$ cat config.mk
export PLATFORM = sky130hd
export DESIGN_NAME = triple_timer_compare_overflow
export DESIGN_NICKNAME = d
export VERILOG_FILES = /design/src/ttco_pkg.sv /design/src/ttco_mod.sv /design/src/triple_timer_compare_overflow.sv
export SDC_FILE = /design/constraint.sdc
export NUM_CORES = 1
export LEC_CHECK = 0
export ABC_AREA = 1
export BUFFER_PORTS_ARGS = -buffer_cell sky130_fd_sc_hd__buf_2
export CAP_MARGIN = 20
export CELL_PAD_IN_SITES_DETAIL_PLACEMENT = 1
export CELL_PAD_IN_SITES_GLOBAL_PLACEMENT = 1
export CORE_UTILIZATION = 44
export DETAILED_ROUTE_END_ITERATION = 12
export GPL_TIMING_DRIVEN = 0
export PLACE_DENSITY_LB_ADDON = 0.1
export SLEW_MARGIN = 30
export SYNTH_ARGS = -nofsm -noshare
export SYNTH_HDL_FRONTEND = slang
export SYNTH_SLANG_ARGS = --single-unit
$ cat constraint.sdc
create_clock -name clk -period 7.6 [get_ports clk]
set_clock_uncertainty 0.1 [all_clocks]
set_input_delay 0.38 -clock clk [delete_from_list [all_inputs] [get_ports clk]]
set_output_delay 0.38 -clock clk [all_outputs]
set_load 0.05 [all_outputs]
$ cat src/ttco_pkg.sv
// Package with the request and response types, codes and constants of the triple timer.
package ttco_pkg;

  localparam int CNT_W   = 32;
  localparam int MODE_W  = 12;
  localparam int RATIO_W = 14;
  localparam int IRQ_W   = 3;
  localparam int NUM_W   = 5;
  localparam int OFF_W   = 4;
  localparam int MODE_WR_BITS = 10;

  localparam logic [1:0] REQ_TICK  = 2'd0;
  localparam logic [1:0] REQ_READ  = 2'd1;
  localparam logic [1:0] REQ_WRITE = 2'd2;

  localparam logic [OFF_W-1:0] OFF_COUNT   = 4'd0;
  localparam logic [OFF_W-1:0] OFF_MODE    = 4'd1;
  localparam logic [OFF_W-1:0] OFF_COMPARE = 4'd2;
  localparam logic [OFF_W-1:0] OFF_HOLD    = 4'd3;

  localparam logic [1:0] CLK_DIV1   = 2'd0;
  localparam logic [1:0] CLK_DIV16  = 2'd1;
  localparam logic [1:0] CLK_DIV256 = 2'd2;
  localparam logic [1:0] CLK_HBLANK = 2'd3;

  localparam int MODE_CLR_ON_CMP = 6;
  localparam int MODE_ENABLE     = 7;
  localparam int MODE_CMP_IE     = 8;
  localparam int MODE_OVF_IE     = 9;
  localparam int MODE_CMP_FLAG   = 10;
  localparam int MODE_OVF_FLAG   = 11;

  localparam logic [CNT_W-1:0] OVF_STEP = 32'h0000_ffff;

  // Remainder unit: four dividend bits per cycle.
  localparam int MOD_STEP_BITS = 4;
  localparam int MOD_DIGITS    = CNT_W / MOD_STEP_BITS;
  localparam int MOD_CNT_W     = $clog2(MOD_DIGITS);

  typedef enum logic [2:0] {
    S_IDLE,
    S_ACC,
    S_MOD,
    S_STEP,
    S_FIN
  } state_t;

  typedef struct packed {
    logic [1:0]  req_type;
    logic [9:0]  tick_cycles;
    logic [15:0] bus_address;
    logic [31:0] write_data;
  } req_t;

  typedef struct packed {
    logic [31:0] read_data;
    logic [2:0]  irq_raised;
  } rsp_t;

endpackage

$ cat src/ttco_mod.sv
// Iterative remainder unit that tests a prescale accumulator for an exact multiple of its ratio.
module ttco_mod (
  input  logic                          clk,
  input  logic                          rst,
  input  logic                          start,
  input  logic [ttco_pkg::CNT_W-1:0]    dividend,
  input  logic [ttco_pkg::RATIO_W-1:0]  divisor,
  output logic                          done,
  output logic                          rem_zero
);

  logic                              running;
  logic [ttco_pkg::MOD_CNT_W-1:0]    digit;
  logic [ttco_pkg::CNT_W-1:0]        dvd;
  logic [ttco_pkg::RATIO_W-1:0]      divr;
  logic [ttco_pkg::RATIO_W-1:0]      rem;
  logic [ttco_pkg::RATIO_W-1:0]      rem_next;
  logic [ttco_pkg::CNT_W-1:0]        dvd_next;

  always_comb begin
    logic [ttco_pkg::RATIO_W:0] wide;
    rem_next = rem;
    dvd_next = dvd;
    for (int i = 0; i < ttco_pkg::MOD_STEP_BITS; i++) begin
      wide = {rem_next, dvd_next[ttco_pkg::CNT_W-1]};
      if (wide >= {1'b0, divr}) begin
        wide = wide - {1'b0, divr};
      end
      rem_next = wide[ttco_pkg::RATIO_W-1:0];
      dvd_next = {dvd_next[ttco_pkg::CNT_W-2:0], 1'b0};
    end
  end

  always_ff @(posedge clk) begin
    if (rst) begin
      running <= 1'b0;
      done    <= 1'b0;
      digit   <= '0;
    end else begin
      done <= 1'b0;
      if (start) begin
        running <= 1'b1;
        digit   <= '0;
      end else if (running) begin
        digit <= digit + 1'b1;
        if (digit == ttco_pkg::MOD_CNT_W'(ttco_pkg::MOD_DIGITS - 1)) begin
          running <= 1'b0;
          done    <= 1'b1;
        end
      end
    end
  end

  always_ff @(posedge clk) begin
    if (start) begin
      dvd  <= dividend;
      divr <= divisor;
      rem  <= '0;
    end else if (running) begin
      dvd      <= dvd_next;
      rem      <= rem_next;
      rem_zero <= (rem_next == '0);
    end
  end

endmodule

$ cat src/triple_timer_compare_overflow.sv
// Top level of the triple timer with prescaler, compare and overflow interrupts.
// A read or write request is accepted when start is high and busy is low; its response
// appears on rsp with done high in the next cycle, and busy stays low, so another request
// can follow at once. A tick request visits the timers one after another through a single
// shared remainder unit: a disabled timer is passed over, an enabled timer whose accumulator
// is not a multiple of its ratio is only checked, and a timer whose accumulator is a multiple
// counts. Busy is high until the last timer is through, and the response strobe follows in
// the next cycle. Responses cannot be held off by the receiver.
module triple_timer_compare_overflow #(
  parameter int NUM_TIMERS   = 3,
  parameter int HBLANK_RATIO = 9371
) (
  input  logic            clk,
  input  logic            rst,
  input  logic            start,
  output logic            busy,
  input  ttco_pkg::req_t  req,
  output logic            done,
  output ttco_pkg::rsp_t  rsp
);

  localparam int TW = (NUM_TIMERS > 1) ? $clog2(NUM_TIMERS) : 1;

  ttco_pkg::state_t state;
  ttco_pkg::state_t state_next;

  logic [ttco_pkg::CNT_W-1:0]   count_word     [NUM_TIMERS];
  logic [ttco_pkg::MODE_W-1:0]  mode_word      [NUM_TIMERS];
  logic [ttco_pkg::CNT_W-1:0]   compare_word   [NUM_TIMERS];
  logic [ttco_pkg::CNT_W-1:0]   hold_word      [NUM_TIMERS];
  logic [ttco_pkg::RATIO_W-1:0] prescale_ratio [NUM_TIMERS];
  logic [ttco_pkg::CNT_W-1:0]   prescale_accum [NUM_TIMERS];

  logic [TW-1:0]                cur;
  logic [9:0]                   cycles;
  logic [ttco_pkg::IRQ_W-1:0]   irq_acc;
  logic [ttco_pkg::IRQ_W-1:0]   irq_acc_next;
  logic [ttco_pkg::CNT_W-1:0]   cnt_inc;
  logic                         cmp_cross;

  logic                         accept;
  logic [ttco_pkg::NUM_W-1:0]   num;
  logic [ttco_pkg::OFF_W-1:0]   off;
  logic                         num_ok;
  logic [TW-1:0]                idx;

  logic [ttco_pkg::CNT_W-1:0]   sel_count;
  logic [ttco_pkg::MODE_W-1:0]  sel_mode;
  logic [ttco_pkg::CNT_W-1:0]   sel_compare;
  logic [ttco_pkg::CNT_W-1:0]   sel_hold;
  logic [ttco_pkg::RATIO_W-1:0] sel_ratio;
  logic [ttco_pkg::CNT_W-1:0]   sel_accum;
  logic [ttco_pkg::CNT_W-1:0]   accum_sum;

  logic                         cur_last;
  logic                         enabled;
  logic                         advance;
  logic                         tick_done;
  logic                         mod_start;
  logic                         mod_done;
  logic                         mod_zero;
  logic [ttco_pkg::CNT_W-1:0]   fin_count;
  logic [ttco_pkg::MODE_W-1:0]  fin_mode;
  logic                         fin_irq;
  logic [ttco_pkg::CNT_W-1:0]   read_word;
  logic [ttco_pkg::RATIO_W-1:0] new_ratio;

  assign accept = start && !busy;
  assign busy   = (state != ttco_pkg::S_IDLE);
  assign num    = req.bus_address[15:11];
  assign off    = req.bus_address[7:4];
  assign num_ok = (num < ttco_pkg::NUM_W'(NUM_TIMERS));
  assign idx    = (state == ttco_pkg::S_IDLE) ? num[TW-1:0] : cur;

  assign sel_count   = count_word[idx];
  assign sel_mode    = mode_word[idx];
  assign sel_compare = compare_word[idx];
  assign sel_hold    = hold_word[idx];
  assign sel_ratio   = prescale_ratio[idx];
  assign sel_accum   = prescale_accum[idx];
  assign accum_sum   = sel_accum + ttco_pkg::CNT_W'(cycles);

  assign cur_last = (cur == TW'(NUM_TIMERS - 1));
  assign enabled  = sel_mode[ttco_pkg::MODE_ENABLE];

  ttco_mod u_mod (
    .clk      (clk),
    .rst      (rst),
    .start    (mod_start),
    .dividend (accum_sum),
    .divisor  (sel_ratio),
    .done     (mod_done),
    .rem_zero (mod_zero)
  );

  always_comb begin
    state_next = state;
    unique case (state)
      ttco_pkg::S_IDLE: begin
        if (accept && req.req_type == ttco_pkg::REQ_TICK) begin
          state_next = ttco_pkg::S_ACC;
        end
      end
      ttco_pkg::S_ACC: begin
        if (enabled) begin
          state_next = ttco_pkg::S_MOD;
        end else if (cur_last) begin
          state_next = ttco_pkg::S_IDLE;
        end
      end
      ttco_pkg::S_MOD: begin
        if (mod_done) begin
          if (mod_zero) begin
            state_next = ttco_pkg::S_STEP;
          end else if (cur_last) begin
            state_next = ttco_pkg::S_IDLE;
          end else begin
            state_next = ttco_pkg::S_ACC;
          end
        end
      end
      ttco_pkg::S_STEP: begin
        state_next = ttco_pkg::S_FIN;
      end
      ttco_pkg::S_FIN: begin
        state_next = cur_last ? ttco_pkg::S_IDLE : ttco_pkg::S_ACC;
      end
      default: begin
        state_next = ttco_pkg::S_IDLE;
      end
    endcase
  end

  always_comb begin
    mod_start = (state == ttco_pkg::S_ACC) && enabled;
    advance   = ((state == ttco_pkg::S_ACC) && !enabled) ||
                ((state == ttco_pkg::S_MOD) && mod_done && !mod_zero) ||
                (state == ttco_pkg::S_FIN);
    tick_done = advance && cur_last;

    fin_count = cnt_inc;
    fin_mode  = sel_mode;
    fin_irq   = 1'b0;
    if (cmp_cross) begin
      if (fin_mode[ttco_pkg::MODE_CMP_IE] && !fin_mode[ttco_pkg::MODE_CMP_FLAG]) begin
        fin_irq = 1'b1;
        fin_mode[ttco_pkg::MODE_CMP_FLAG] = 1'b1;
      end
      if (fin_mode[ttco_pkg::MODE_CLR_ON_CMP]) begin
        fin_count = '0;
      end
    end
    if (fin_count[ttco_pkg::CNT_W-1:16] != '0) begin
      if (fin_mode[ttco_pkg::MODE_OVF_IE] && !fin_mode[ttco_pkg::MODE_OVF_FLAG]) begin
        fin_irq = 1'b1;
        fin_mode[ttco_pkg::MODE_OVF_FLAG] = 1'b1;
      end
      fin_count = fin_count - ttco_pkg::OVF_STEP;
    end

    irq_acc_next = irq_acc;
    if (state == ttco_pkg::S_FIN && fin_irq) begin
      irq_acc_next = irq_acc | (ttco_pkg::IRQ_W'(1) << cur);
    end

    read_word = '0;
    if (num_ok) begin
      unique case (off)
        ttco_pkg::OFF_COUNT:   read_word = sel_count;
        ttco_pkg::OFF_MODE:    read_word = ttco_pkg::CNT_W'(sel_mode);
        ttco_pkg::OFF_COMPARE: read_word = sel_compare;
        ttco_pkg::OFF_HOLD:    read_word = sel_hold;
        default:               read_word = '0;
      endcase
    end

    unique case (req.write_data[1:0])
      ttco_pkg::CLK_DIV1:   new_ratio = ttco_pkg::RATIO_W'(1);
      ttco_pkg::CLK_DIV16:  new_ratio = ttco_pkg::RATIO_W'(16);
      ttco_pkg::CLK_DIV256: new_ratio = ttco_pkg::RATIO_W'(256);
      ttco_pkg::CLK_HBLANK: new_ratio = ttco_pkg::RATIO_W'(HBLANK_RATIO);
      default:              new_ratio = ttco_pkg::RATIO_W'(1);
    endcase
  end

  always_ff @(posedge clk) begin
    if (rst) begin
      state   <= ttco_pkg::S_IDLE;
      cur     <= '0;
      irq_acc <= '0;
      done    <= 1'b0;
    end else begin
      state <= state_next;
      done  <= 1'b0;
      if (state == ttco_pkg::S_IDLE) begin
        cur     <= '0;
        irq_acc <= '0;
        if (accept && req.req_type != ttco_pkg::REQ_TICK) begin
          done <= 1'b1;
        end
      end else begin
        irq_acc <= irq_acc_next;
        if (advance) begin
          cur <= cur + 1'b1;
        end
        if (tick_done) begin
          done <= 1'b1;
        end
      end
    end
  end

  always_ff @(posedge clk) begin
    if (state == ttco_pkg::S_IDLE && accept) begin
      cycles <= req.tick_cycles;
      rsp.irq_raised <= '0;
      rsp.read_data  <= (req.req_type == ttco_pkg::REQ_READ) ? read_word : '0;
    end else if (tick_done) begin
      rsp.irq_raised <= irq_acc_next;
      rsp.read_data  <= '0;
    end
    if (state == ttco_pkg::S_STEP) begin
      cnt_inc   <= sel_count + 1'b1;
      cmp_cross <= (sel_count + 1'b1 == sel_compare) && (sel_count != '1);
    end
  end

  always_ff @(posedge clk) begin
    if (rst) begin
      for (int t = 0; t < NUM_TIMERS; t++) begin
        count_word[t]     <= '0;
        mode_word[t]      <= '0;
        compare_word[t]   <= '0;
        hold_word[t]      <= '0;
        prescale_ratio[t] <= ttco_pkg::RATIO_W'(1);
        prescale_accum[t] <= '0;
      end
    end else begin
      for (int t = 0; t < NUM_TIMERS; t++) begin
        if (idx == TW'(t)) begin
          if (state == ttco_pkg::S_IDLE && accept && num_ok &&
              req.req_type == ttco_pkg::REQ_WRITE) begin
            unique case (off)
              ttco_pkg::OFF_COUNT: begin
                count_word[t] <= req.write_data;
              end
              ttco_pkg::OFF_MODE: begin
                mode_word[t] <=
                  ttco_pkg::MODE_W'(req.write_data[ttco_pkg::MODE_WR_BITS-1:0]);
                prescale_ratio[t] <= new_ratio;
              end
              ttco_pkg::OFF_COMPARE: begin
                compare_word[t] <= req.write_data;
              end
              ttco_pkg::OFF_HOLD: begin
                hold_word[t] <= req.write_data;
              end
              default: begin
              end
            endcase
          end
          if (state == ttco_pkg::S_ACC) begin
            prescale_accum[t] <= accum_sum;
          end
          if (state == ttco_pkg::S_FIN) begin
            count_word[t]     <= fin_count;
            mode_word[t]      <= fin_mode;
            prescale_accum[t] <= '0;
          end
        end
      end
    end
  end

  a_rw_response: assert property (@(posedge clk) disable iff (rst)
    (start && !busy && req.req_type != ttco_pkg::REQ_TICK) |=> done)
    else $error("read or write request did not respond in the next cycle");

  a_done_idle: assert property (@(posedge clk) disable iff (rst)
    done |-> !busy)
    else $error("response strobe while the sequencer is still busy");

  a_irq_after_tick: assert property (@(posedge clk) disable iff (rst)
    (done && rsp.irq_raised != '0) |-> $past(busy))
    else $error("interrupt reported on a response that did not follow a tick");

  a_mod_wait: assert property (@(posedge clk) disable iff (rst)
    (state == ttco_pkg::S_ACC && enabled) |=> state == ttco_pkg::S_MOD)
    else $error("enabled timer skipped the remainder check");

endmodule

==> out/qor.txt <==
Fin crit period - 7.37 ns
Crit-path cells - inv_1 > nand2_1 > nor2_2 > nand2_4 > nand2_4 > inv_2 > nor2_4 > buf_2 > buf_1 > buf_2 > buf_1 > clkbuf_2 > clkbuf_1 > clkbuf_1 > nand2_1 > nand3_1 > nand2_1 > a41oi_1
Synth unique cells - 56
Initial Util - 0.446
Synth area leaders - edfxtp_1 (50%), nand2_1 (11%), inv_1 (5.7%)
Routed vias/inst - 5.66
Crit path DAT - 7.60 ns
H-tree levels - 3
Largest net degree at the start of global routing - 42
Diodes inserted - 0
Outcome - complete, no violations
Drc violations - 0
RePlAce Congestion - 0.932
Commonest non-fill, non-tap cell in the layout - nand2_1
Grt ovf - 0
CTS clk-pin slew, worst paths - 0.06 ns
Largest stage delay, worst path - 0.84 ns
Cell mode on critical path - nand2_1
Seq/Total Area, Yosys - 0.542
Post-route cell area - 35900 um^2
Setup TNS Final - 0 ns
Crit end category - flip-flop
Crit-path slowest cell - clkbuf_1
Hold_sp - req[16]
Least-Margin Pin Slew - 1.10 ns
Wire per inst - 25.0 um
DRT iter0 DRCs - 1645
Max-Cap Viols - 0
Reg2reg end - rsp[7]
Mean post-synth cell area - 8.70 um^2
Max FO, Critical Path - 10
Synth Net Count - 3649
Crit path kind - flip-flop to flip-flop
Total Nets Final - 3877
Worst endpoint required time - 7.83 ns
Reg2reg start - state[1]
Clock root buffer master - clkbuf_16
Peak Freq - 0.136 GHz
Slew Limit Fails - 0
Worst Hold End - count_word[1][16]
Bufs and invs on worst path - 9
Area growth from synthesis to layout - 17.0%
Core Rows - 96
Final setup viols - 0
Mapped cell area - 30700 um^2
RSZ-0062 raised after global routing - true
R2R depth - 18
Drt pass-1 iters - 5
CTS buffer count - 68
First-pass GRT wire length - 173000 um
R2r setup slk - 0.23 ns
Full die area - 70800 um^2
Core ar. - 68800 um^2
Post-Place Cell Area - 32900 um^2
Worst-Skew Late Latency - 0.63 ns
Dpl ws - -3.84 ns
Max Buffers Root-to-Sink - 3
Synth area leader - edfxtp_1
Post-DP HPWL - 90200 um
Number of fill cells in the layout - 8057
Crit share post-route - 0.970
Startpoint types - flip-flop
Hold Vio Cnt, Final - 0
Post-synthesis cell count - 3529
Hold Crit Class - primary input to flip-flop
Die width - 266 um
Post-Place Cells - 4576
WHS Path Cells - 3
Yosys warnings - 0
Vias in the first global route - 28040
CTS tree - yes
Io pins - 100
Initial antenna violation count - 0
Max-slew headroom - 0.269
Most frequent cells in the layout - nand2_1 (882), edfxtp_1 (512), inv_1 (462), nor2_1 (445), nand3_1 (166)
Yosys top cell area share - 0.501
Fin cells - 4734
Buffers added on ports - 91
Vias - 26809
Die Y - 266 um
Share of post-route cells with drive strength above 1 - 0.119
Antenna-violating nets left - 0
Seq cells post-synth - 575
# clock sinks - 575
Final worst slack - 0.231 ns
CP delay by family, top - buffers and inverters
Tot GR Track Use - 0.333
Drt total wl - 118000 um
-- registers in the layout (all words and copies together), names as in the netlist, 2 cells and up --
register and cells:
u_mod.digit 3, count_word 96, state 3, u_mod.rem 14, irq_acc 3, rsp 35
cnt_inc 32, u_mod.divr 4, mode_word 36, compare_word 96, hold_word 96, u_mod.dvd 32
prescale_ratio 12, cycles 10, cur 2, prescale_accum 96
-- through the flow --
step,hold WS (ns),util
after floorplan,0.324,-
after global placement,0.342,0.470
after detailed placement,0.359,0.478
after CTS,0.00143,0.518
after global routing,0.0385,0.522
final,0.0222,0.522
-- layout make-up --
| cell class | instances | area [um^2] | area share |
|---|---|---|---|
| Inverter | 491 | 1890 | 0.0528 |
| Tap cell | 931 | 1160 | 0.0324 |
| Buffer | 122 | 578 | 0.0161 |
| Multi-Input combinational cell | 2332 | 12300 | 0.342 |
| Clock buffer | 81 | 1770 | 0.0493 |
| Sequential cell | 575 | 16600 | 0.463 |
| Timing Repair Buffer | 166 | 1250 | 0.0348 |
| Clock inverter | 35 | 312 | 0.00868 |
| Timing Repair inverter | 1 | 8.76 | 0.000244 |
-- per-layer routing --
layer | routed length [um] | global-route usage
met1 | 45800 | 0.387
met2 | 58100 | 0.573
met4 | 9020 | 0.232
met5 | 0 | 0
met3 | 5340 | 0.0395
-- worst max-delay path by stage --
stage / end / startpoint / slack, ns / depth (start not counted)
4_1_cts: u_mod.rem_zero / u_mod.dvd[31] / 0.005 / 46
3_3_place_gp: u_mod.dvd[31] / state[1] / -3.31 / 38
5_1_grt: u_mod.rem_zero / u_mod.divr[10] / -0.06 / 44
3_5_place_dp: u_mod.dvd[31] / state[1] / -3.84 / 38
6_report: rsp[7] / state[1] / 0.23 / 18
2_1_floorplan: u_mod.rem_zero / u_mod.divr[10] / 0.06 / 39
-- logic make-up (layout without fill, tap and decap cells) --
| family | Yosys count | count (layout) | share of synthesized area |
|---|---|---|---|
| buffers and inverters | 623 | 896 | 0.0779 |
| and+or+nand+nor | 1707 | 1708 | 0.234 |
| adders and majority gates | 57 | 57 | 0.0245 |
| xor gates and xnor gates | 100 | 100 | 0.0285 |
| AOI/OAI and AO/OA | 467 | 467 | 0.0937 |
| DFF | 575 | 575 | 0.542 |
-- worst min-delay path, cell delays in order --
cell      delay (ns)
buf_2           0.11
o211ai_1        0.10
inv_1           0.06
-- synthesized netlist by cell type, drive strengths merged --
cell and number:
o2111ai 2, o21a 2, xor2 71, a21oi 121, nand3 181, o311ai 1, a31oi 2, nor2 467
dfxtp 63, nor4 14, edfxtp 512, o21bai 1, o22ai 89, nand4 69, clkinv 7, a211oi 5
and2 5, buf 38, clkbuf 94, o21ai 130, and3 1, xnor2 29, nand2 918, o211ai 51
a21o 2, a41oi 11, o31ai 1, or2 23, o41ai 1, a221oi 43, nand3b 1, o211a 1
ha 52, nor3 27, inv 484, nor3b 1, fa 5, a32o 4
-- repair_timing --
| item | 4_1_cts | 5_1_grt |
|---|---|---|
| endpoints found under the setup margin | 156 | 23 |
| pin swaps | 16 | 15 |
| setup buffers | 24 | 11 |
| gates resized for setup | 105 | 39 |
| hold endpoints to repair | 14 | 0 |
| hold buffers | 13 | 0 |
| gates cloned | 2 | 0 |
Power is left out: the tool's default activity adds up to more than one toggle a clock period on the data nets, which glitch-free logic cannot reach.
